[config.mk]
export PLATFORM = sky130hd
export DESIGN_NAME = gpio_pulse_blink_controller
export DESIGN_NICKNAME = d
export VERILOG_FILES = /design/src/rtl/gpbc_pkg.sv /design/src/rtl/gpbc_core.sv /design/src/rtl/gpio_pulse_blink_controller.sv
export SDC_FILE = /design/constraint.sdc
export NUM_CORES = 1
export LEC_CHECK = 0
export ABC_CLOCK_PERIOD_IN_PS = 4200
export BUFFER_PORTS_ARGS = -buffer_cell sky130_fd_sc_hd__buf_2
export CAP_MARGIN = 10
export CORE_MARGIN = 10
export CORE_UTILIZATION = 49
export CTS_BUF_LIST = sky130_fd_sc_hd__clkbuf_2
export DETAILED_ROUTE_END_ITERATION = 16
export PLACE_DENSITY = 0.83
export RECOVER_POWER = 25
export REMOVE_ABC_BUFFERS = 1
export SETUP_SLACK_MARGIN = 0.5
export SLEW_MARGIN = 15
export SYNTH_ARGS = -nofsm -noshare
export SYNTH_HDL_FRONTEND = slang
export SYNTH_SLANG_ARGS = --single-unit
[constraint.sdc]
create_clock -name clk -period 4.2 [get_ports clk]
set_input_delay 0.42 -clock clk [delete_from_list [all_inputs] [get_ports clk]]
set_output_delay 0.42 -clock clk [all_outputs]
set_load 0.01 [all_outputs]
[src/rtl/gpbc_pkg.sv]
// Package for the pulse/blink pin controller: operation, action and mode
// codes, the result struct and the level-update helper.
// No dependencies.
`timescale 1ns / 1ps

package gpbc_pkg;

  // Default widths of the timing and cycle counters
  localparam int DEF_TIME_BITS  = 16;
  localparam int DEF_COUNT_BITS = 16;

  // Tick period in microseconds; a 1 ms tick gives a time scale of one
  localparam int TICK_PERIOD_US = 1000;
  localparam int TICK_SCALE     = TICK_PERIOD_US / 1000;

  // Field widths of the item ports
  localparam int OP_W     = 3;
  localparam int ACTION_W = 2;
  localparam int FIELD_W  = 16;

  typedef enum logic [OP_W-1:0] {
    OP_TICK   = 3'd0,
    OP_STATIC = 3'd1,
    OP_PULSE  = 3'd2,
    OP_BLINK  = 3'd3,
    OP_ABORT  = 3'd4
  } op_t;

  typedef enum logic [ACTION_W-1:0] {
    ACT_RESET   = 2'd0,
    ACT_SET     = 2'd1,
    ACT_TOGGLE  = 2'd2,
    ACT_INVALID = 2'd3
  } action_t;

  typedef enum logic [1:0] {
    MODE_STATIC = 2'd0,
    MODE_PULSE  = 2'd1,
    MODE_BLINK  = 2'd2
  } mode_t;

  // One result item
  typedef struct packed {
    logic pin_level;
    logic busy_res;
    logic status;
  } gpbc_result_t;

  // Apply an action to the logical level
  function automatic logic apply_action(action_t act, logic lvl);
    logic res;
    case (act)
      ACT_RESET:  res = 1'b0;
      ACT_SET:    res = 1'b1;
      ACT_TOGGLE: res = ~lvl;
      default:    res = lvl;
    endcase
    return res;
  endfunction

endpackage

[src/rtl/gpbc_core.sv]
// Sequence state and next-state logic of the pulse/blink pin controller.
// Updates the state on accepted items and forms each accepted item's result.
// Depends on gpbc_pkg.
`timescale 1ns / 1ps

module gpbc_core #(
  parameter int TIME_BITS  = gpbc_pkg::DEF_TIME_BITS,
  parameter int COUNT_BITS = gpbc_pkg::DEF_COUNT_BITS
) (
  input  logic                          clk,
  input  logic                          rst,
  input  logic                          accept,
  input  logic [gpbc_pkg::OP_W-1:0]     op,
  input  logic [gpbc_pkg::ACTION_W-1:0] action,
  input  logic [gpbc_pkg::FIELD_W-1:0]  start_delay,
  input  logic [gpbc_pkg::FIELD_W-1:0]  active_ticks,
  input  logic [gpbc_pkg::FIELD_W-1:0]  inactive_ticks,
  input  logic [gpbc_pkg::FIELD_W-1:0]  blink_count,
  input  logic                          polarity,
  output gpbc_pkg::gpbc_result_t        result,
  output logic                          idle
);
  import gpbc_pkg::*;

  localparam int EL_BITS = TIME_BITS + 1;

  // State registers
  logic                  logical_level, logical_level_next;
  logic                  resting_level, resting_level_next;
  action_t               pending_action, pending_action_next;
  mode_t                 run_mode, run_mode_next;
  logic [TIME_BITS-1:0]  delay_left, delay_left_next;
  logic [EL_BITS-1:0]    elapsed_ticks, elapsed_ticks_next;
  logic [TIME_BITS-1:0]  active_length, active_length_next;
  logic [TIME_BITS-1:0]  inactive_length, inactive_length_next;
  logic [COUNT_BITS-1:0] cycles_left, cycles_left_next;
  logic                  endless, endless_next;
  logic                  first_step, first_step_next;
  logic                  in_active_phase, in_active_phase_next;
  logic                  idle_next;
  logic                  status_next;

  // Next state for one item
  always_comb begin
    logic [EL_BITS-1:0]    el;
    logic [COUNT_BITS-1:0] cyc;
    logic [COUNT_BITS-1:0] cnt_in;
    logic                  lvl;
    logic                  rest;
    logic                  flip;
    action_t               pact;

    logical_level_next   = logical_level;
    resting_level_next   = resting_level;
    pending_action_next  = pending_action;
    run_mode_next        = run_mode;
    delay_left_next      = delay_left;
    elapsed_ticks_next   = elapsed_ticks;
    active_length_next   = active_length;
    inactive_length_next = inactive_length;
    cycles_left_next     = cycles_left;
    endless_next         = endless;
    first_step_next      = first_step;
    in_active_phase_next = in_active_phase;
    idle_next            = idle;
    status_next          = 1'b0;

    el     = '0;
    cyc    = '0;
    cnt_in = COUNT_BITS'(blink_count);
    lvl    = logical_level;
    rest   = 1'b0;
    flip   = 1'b0;
    pact   = pending_action;

    if (accept) begin
      case (op_t'(op))
        OP_TICK: begin
          if (!idle) begin
            // Saturating elapsed count
            el = (elapsed_ticks == {EL_BITS{1'b1}}) ? elapsed_ticks
                                                     : elapsed_ticks + EL_BITS'(1);
            if (delay_left != '0 && el <= {1'b0, delay_left}) begin
              elapsed_ticks_next = el;
            end else begin
              delay_left_next = '0;
              case (run_mode)
                MODE_PULSE: begin
                  if (first_step) begin
                    lvl             = apply_action(pact, lvl);
                    first_step_next = 1'b0;
                    el              = '0;
                  end
                  if (el > {1'b0, active_length}) rest = 1'b1;
                end
                MODE_BLINK: begin
                  if (first_step) begin
                    lvl             = apply_action(pact, lvl);
                    pact            = ACT_TOGGLE;
                    first_step_next = 1'b0;
                    el              = '0;
                  end
                  if (in_active_phase && el > {1'b0, active_length}) begin
                    flip = 1'b1;
                  end else if (!in_active_phase && el > {1'b0, inactive_length}) begin
                    if (!endless) begin
                      cyc              = cycles_left - COUNT_BITS'(1);
                      cycles_left_next = cyc;
                      if (cyc == '0) rest = 1'b1;
                    end
                    if (!rest) flip = 1'b1;
                  end
                  if (flip) begin
                    lvl                  = apply_action(pact, lvl);
                    in_active_phase_next = ~in_active_phase;
                    el                   = '0;
                  end
                  pending_action_next = pact;
                end
                MODE_STATIC: begin
                  lvl                = apply_action(pact, lvl);
                  resting_level_next = lvl;
                  idle_next          = 1'b1;
                end
                default: begin
                end
              endcase
              elapsed_ticks_next = el;
              logical_level_next = lvl;
              // Drop back to the resting level and go idle
              if (rest) begin
                logical_level_next   = resting_level;
                pending_action_next  = resting_level ? ACT_SET : ACT_RESET;
                run_mode_next        = MODE_STATIC;
                active_length_next   = '0;
                inactive_length_next = '0;
                cycles_left_next     = '0;
                endless_next         = 1'b1;
                elapsed_ticks_next   = '0;
                first_step_next      = 1'b1;
                in_active_phase_next = 1'b1;
                idle_next            = 1'b1;
              end
            end
          end
        end
        OP_STATIC, OP_PULSE, OP_BLINK: begin
          if (action_t'(action) == ACT_INVALID) begin
            status_next = 1'b1;
          end else begin
            pending_action_next  = action_t'(action);
            delay_left_next      = TIME_BITS'(start_delay);
            elapsed_ticks_next   = '0;
            first_step_next      = 1'b1;
            in_active_phase_next = 1'b1;
            idle_next            = 1'b0;
            active_length_next   = '0;
            inactive_length_next = '0;
            cycles_left_next     = '0;
            endless_next         = 1'b1;
            run_mode_next        = MODE_STATIC;
            if (op_t'(op) == OP_PULSE) begin
              run_mode_next      = MODE_PULSE;
              active_length_next = TIME_BITS'(active_ticks);
            end else if (op_t'(op) == OP_BLINK) begin
              run_mode_next        = MODE_BLINK;
              active_length_next   = TIME_BITS'(active_ticks);
              inactive_length_next = TIME_BITS'(inactive_ticks);
              cycles_left_next     = cnt_in;
              endless_next         = (cnt_in == '0);
            end
          end
        end
        OP_ABORT: begin
          // Return to rest on the next tick
          if (!idle) begin
            pending_action_next  = resting_level ? ACT_SET : ACT_RESET;
            run_mode_next        = MODE_STATIC;
            delay_left_next      = '0;
            active_length_next   = '0;
            inactive_length_next = '0;
            cycles_left_next     = '0;
            endless_next         = 1'b1;
            elapsed_ticks_next   = '0;
            first_step_next      = 1'b1;
            in_active_phase_next = 1'b1;
          end
        end
        default: begin
        end
      endcase
    end
  end

  // Result of the item, from the updated state
  always_comb begin
    result.pin_level = logical_level_next ^ ~polarity;
    result.busy_res  = ~idle_next;
    result.status    = status_next;
  end

  // Hold state
  always_ff @(posedge clk) begin
    if (rst) begin
      logical_level   <= 1'b0;
      resting_level   <= 1'b0;
      pending_action  <= ACT_RESET;
      run_mode        <= MODE_STATIC;
      delay_left      <= '0;
      elapsed_ticks   <= '0;
      active_length   <= '0;
      inactive_length <= '0;
      cycles_left     <= '0;
      endless         <= 1'b0;
      first_step      <= 1'b0;
      in_active_phase <= 1'b0;
      idle            <= 1'b1;
    end else begin
      logical_level   <= logical_level_next;
      resting_level   <= resting_level_next;
      pending_action  <= pending_action_next;
      run_mode        <= run_mode_next;
      delay_left      <= delay_left_next;
      elapsed_ticks   <= elapsed_ticks_next;
      active_length   <= active_length_next;
      inactive_length <= inactive_length_next;
      cycles_left     <= cycles_left_next;
      endless         <= endless_next;
      first_step      <= first_step_next;
      in_active_phase <= in_active_phase_next;
      idle            <= idle_next;
    end
  end

endmodule

[src/rtl/gpio_pulse_blink_controller.sv]
// Pulse/blink pin controller, top level. Latency: a result item is valid
// the cycle after its input item is accepted. Throughput: one item per
// cycle unless an untaken result stalls; the state update is one pass of
// logic into the state registers; the output register reloads as drained.
// Reset (synchronous): idle, pin at logical 0, polarity 1, no result held.
// Depends on gpbc_pkg and gpbc_core.
`timescale 1ns / 1ps

module gpio_pulse_blink_controller #(
  parameter int TIME_BITS  = gpbc_pkg::DEF_TIME_BITS,
  parameter int COUNT_BITS = gpbc_pkg::DEF_COUNT_BITS
) (
  input  logic                          clk,
  input  logic                          rst,
  input  logic                          in_valid,
  output logic                          in_ready,
  input  logic [gpbc_pkg::OP_W-1:0]     op,
  input  logic [gpbc_pkg::ACTION_W-1:0] action,
  input  logic [gpbc_pkg::FIELD_W-1:0]  start_delay,
  input  logic [gpbc_pkg::FIELD_W-1:0]  active_ticks,
  input  logic [gpbc_pkg::FIELD_W-1:0]  inactive_ticks,
  input  logic [gpbc_pkg::FIELD_W-1:0]  blink_count,
  output logic                          out_valid,
  input  logic                          out_ready,
  output logic                          pin_level,
  output logic                          busy_res,
  output logic                          status,
  input  logic                          cfg_valid,
  output logic                          cfg_ready,
  input  logic                          cfg_data
);
  import gpbc_pkg::*;

  logic         in_fire;
  logic         polarity;
  logic         core_idle;
  gpbc_result_t core_res;
  gpbc_result_t res_q;

  assign in_ready  = ~out_valid | out_ready;
  assign in_fire   = in_valid & in_ready;
  assign cfg_ready = 1'b1;

  // Polarity register
  always_ff @(posedge clk) begin
    if (rst) begin
      polarity <= 1'b1;
    end else if (cfg_valid && cfg_ready) begin
      polarity <= cfg_data;
    end
  end

  gpbc_core #(
    .TIME_BITS  (TIME_BITS),
    .COUNT_BITS (COUNT_BITS)
  ) u_core (
    .clk            (clk),
    .rst            (rst),
    .accept         (in_fire),
    .op             (op),
    .action         (action),
    .start_delay    (start_delay),
    .active_ticks   (active_ticks),
    .inactive_ticks (inactive_ticks),
    .blink_count    (blink_count),
    .polarity       (polarity),
    .result         (core_res),
    .idle           (core_idle)
  );

  // Output register: load on accept, drop when taken
  always_ff @(posedge clk) begin
    if (rst) begin
      out_valid <= 1'b0;
    end else if (in_fire) begin
      out_valid <= 1'b1;
    end else if (out_ready) begin
      out_valid <= 1'b0;
    end
  end

  always_ff @(posedge clk) begin
    if (in_fire) begin
      res_q <= core_res;
    end
  end

  assign pin_level = res_q.pin_level;
  assign busy_res  = res_q.busy_res;
  assign status    = res_q.status;

  // Every accepted item yields a held result
  a_result_follows: assert property (@(posedge clk) disable iff (rst)
    in_fire |=> out_valid)
    else $error("accepted item produced no result");

  // A start with the invalid action is reported as rejected
  a_invalid_rejected: assert property (@(posedge clk) disable iff (rst)
    in_fire && (op == OP_STATIC || op == OP_PULSE || op == OP_BLINK) &&
    action == ACT_INVALID |=> status)
    else $error("invalid action start not rejected");

  // Abort while idle leaves the block idle
  a_abort_idle: assert property (@(posedge clk) disable iff (rst)
    in_fire && op == OP_ABORT && core_idle |=> core_idle && !busy_res)
    else $error("abort while idle started a sequence");

endmodule
==> reports/qor.txt <==
Worst setup EP type: register
Clock Sinks: 96
Ant. Diodes: 0
GRT Overall Usage: 25.9%
Seq cells post-synth: 96
Io pins: 81
Syn avg cell area: 7.85 µm²
Synthesized area: 0.00663 mm²
Rows: 42
Post-synthesis compound-gate area fraction: 19.9%
Flop pwr share: 47.1%
MaxCap Viol Count: 0
Net switching power figure: 709 µW
Cell count after synthesis: 844
Normalized max-slew margin: 9.71%
Placer Congestion: 0.969
Clk_lat worst skew: 680 ps
Synth Area in Adders: 9.63%
Clock power frac: 23.4%
LEAKAGE: 4.15 nW
Fmax: 0.202 GHz
Die X: 136 µm
Main synth FF type: dfxtp_1
Unrepaired setup endpoints after global routing: yes
CTS clock-pin slew for the worst setup and hold paths: 300 ps
Yosys top cell by area: dfxtp_1
Synth-to-Final Area Change: 52.9%
Clock Path Buffers: 2
Worst EP required: 4800 ps
Antenna-violating nets left: 0
First-pass GRT wire length: 39.2 mm
WL/cell: 23.9 µm
Placed insts: 1125
Crit path to: u_core.elapsed_ticks[4]
Post-synthesis xor/xnor area fraction: 3.17%
Final WS setup: -746 ps
Final non-filler cell total: 1238
Final wirelength: 29.5 mm
Initial DRT Pass Iterations: 10
Input/output buffers: 79
Vias per Instance: 6.64
Num CTS Buffers: 9
CTS root buf: clkbuf_2
CP max-delay cell: or4_4
Synth top area share: 28.1%
Critical-path maximum fanout: 17
Sequential area share after synthesis: 29.4%
Synthesis Warnings: 0
Fraction of registers with async set/reset: 0%
RR Endpoint: u_core.elapsed_ticks[4]
Clock Skew: 42.7 ps
Largest net degree at the start of global routing: 49
Worst Setup SP: u_core.elapsed_ticks[13]
Fin. max-slew vios: 0
Slew @ Worst Pin: 1350 ps
DRT iter0 DRCs: 1073
Initial antenna violation count: 0
Synth Area in Simple Gates: 26.2%
Via count: 8218
Mux cell area share after synthesis: 4.28%
DP HPWL: 14.0 mm
CTS HTree Levels: 3
Flop2flop setup slack: -750 ps
Max stage delay on crit path: 510 ps
Die Area: 0.0186 mm²
Run status: finished, violations left
Family with the most delay on the worst path: simple AND/OR/NAND/NOR gates
Part of the power in combinational logic: 29.5%
DRC viols: 0
CP Class: register to register
Switching share of power: 34.3%
Worst EP arrival: 5540 ps
Setup violators final: 92
Synth cell types: 77
Fin nets: 1184
R2R cell count: 22
Post-synth EDFFs: 3
Number of global-route vias before repair: 7876
Failing checks: setup timing
Initial core utilization: 50.1%
CTS tree: done
RR Startpoint: u_core.elapsed_ticks[13]
Synth top area cells: dfxtp_1, ha_1, a21oi_1
Internal power: 1.36 mW
Global route overflow: 0
PD cells: 204 mW/mm²
VDD IR max: 0.158 mV
Core outline area: 0.0132 mm²
Combinational family with the most area after synthesis: simple AND/OR/NAND/NOR gates
Min-Delay Path Class: primary input to register
Tcrit/Tclk final: 118%
DIE HEIGHT: 136 µm
Final worst path period need: 4950 ps
Worst Hold Slack: 3.07 ps
Critical Path Stages: 22
Worst setup SP type: register
Buf+Inv Stages, Crit Path: 5
Crit path top cell by count: buf_4
CP Cell Sequence: buf_4 -> and4_1 -> and4_4 -> nor2_4 -> buf_4 -> buf_6 -> nand2_4 -> xnor2_2 -> nor2b_1 -> ha_1 -> nand4_1 -> nor4_4 -> o21ai_2 -> nor3b_2 -> o2bb2ai_4 -> nor3_4 -> buf_4 -> or4_4 -> o21ai_4 -> buf_12 -> a21oi_1 -> nor3_1
Layout cells sized above 1: 45.2%
Final-report hold violation count: 0
power by group through the flow:
stage                     logic, mW  clock network (mW)  registers (mW)
after floorplan               0.236                   0           0.981
after global placement        0.374                   0           0.982
after CTS                     0.515               0.466           0.969
after global routing          0.643               0.498           0.977
final                         0.610               0.483           0.975
after detailed placement      0.382                   0           0.983
worst min-delay path by stage:
| stage | cells past startpoint | to | start |
|---|---|---|---|
| finish | 3 | u_core.delay_left[0] | start_delay[0] |
| global route | 3 | u_core.inactive_length[2] | inactive_ticks[2] |
| CTS | 3 | u_core.inactive_length[2] | inactive_ticks[2] |
| detailed placement | 2 | u_core.inactive_length[8] | u_core.inactive_length[8] |
| global placement | 2 | u_core.inactive_length[15] | u_core.inactive_length[15] |
| floorplan | 2 | u_core.active_length[15] | u_core.active_length[15] |
repair_timing:
action                                  CTS  global route
resized for setup                       216           107
buffers inserted                         48            20
endpoints found under the setup margin   93            93
pin swaps                                96            48
endpoints found under the hold margin    18             0
hold buffers                             19             0
cloned                                   11             0
registers in the layout (all words and copies together) (netlist names), named ones only:
register,count
busy_res,1
out_valid,1
pin_level,1
polarity,1
status,1
u_core.active_length,16
u_core.cycles_left,16
u_core.delay_left,16
u_core.elapsed_ticks,17
u_core.endless,1
u_core.first_step,1
u_core.in_active_phase,1
u_core.inactive_length,16
u_core.logical_level,1
u_core.pending_action,2
u_core.resting_level,1
u_core.run_mode,2
worst min-delay path, cell delays in order:
cell and delay, ps:
buf_2 70, a31oi_1 60, nor2_1 70
cells by family (layout without fill, tap and decap cells):
logic type	after synthesis	after routing
DFF	96	96
adders and majority gates	51	51
muxes	24	24
buffers and inverters	117	335
and+or+nand+nor	339	339
other	1	1
AOI/OAI and AO/OA	192	192
xor gates and xnor gates	24	24
Yosys cell counts (8+ instances only):
master	instances
and3_1	22
clkbuf_1	29
xnor2_1	14
ha_1	51
nand4_1	22
o21ai_0	20
a221oi_1	9
nand2_1	65
mux2_2	15
nor4_1	17
nor3_1	26
buf_2	10
nor2b_1	23
nand3_1	35
a211oi_1	8
nor2_1	81
a22oi_1	18
inv_1	69
dfxtp_1	93
xor2_1	10
a21oi_1	69
final cells by class:
class,count,area [µm²]
Clock buffer,11,55.1
Timing Repair Buffer,251,2130
Tap cell,176,220
Sequential cell,96,1970
Multi-Input combinational cell,631,5450
Fill cell,782,3110
Clock inverter,4,46.3
Inverter,69,259
metal layers:
layer  vias up  wire (µm)  track usage [%]  part of all wire [%]
met3       258       3210             5.13                    11
met5         -          0                0                     0
met1      3794      10200             29.5                    34
met2       704      13800             44.8                    47
li1       3462          -                -                     -
met4         0       2310             14.0                   7.8
cells in the final DEF (no fill, tap or decap), drive strengths merged, types with 9 or more instances in the layout:
cell type,Yosys,layout
buf,17,230
xnor2,14,14
xor2,10,10
a221oi,9,9
nand3,35,35
nand2,66,66
nor4,18,18
o21ai,24,24
nand4,22,22
clkbuf,31,13
nor3,26,26
a22oi,18,18
dfxtp,93,93
dlygate4sd3,0,19
ha,51,51
nor2,82,82
a21oi,71,71
nor2b,23,23
mux2,15,15
inv,69,69
and3,22,22
through the flow:
step | cell area [µm²] | util, % | TNS, ps | worst slack, ps | total power, mW
final | 10100 | 76.5 | -50610 | -746 | 2.07
after global routing | 10100 | 76.5 | -53270 | -806 | 2.12
after CTS | 9410 | 71.0 | -102 | -28.7 | 1.95
after detailed placement | 7630 | 57.6 | -12910 | -268 | 1.36
after global placement | 7630 | 57.6 | -2660 | -142 | 1.36
after floorplan | 6400 | - | -33020 | -722 | 1.22
Power figures use the tool's default switching activity.
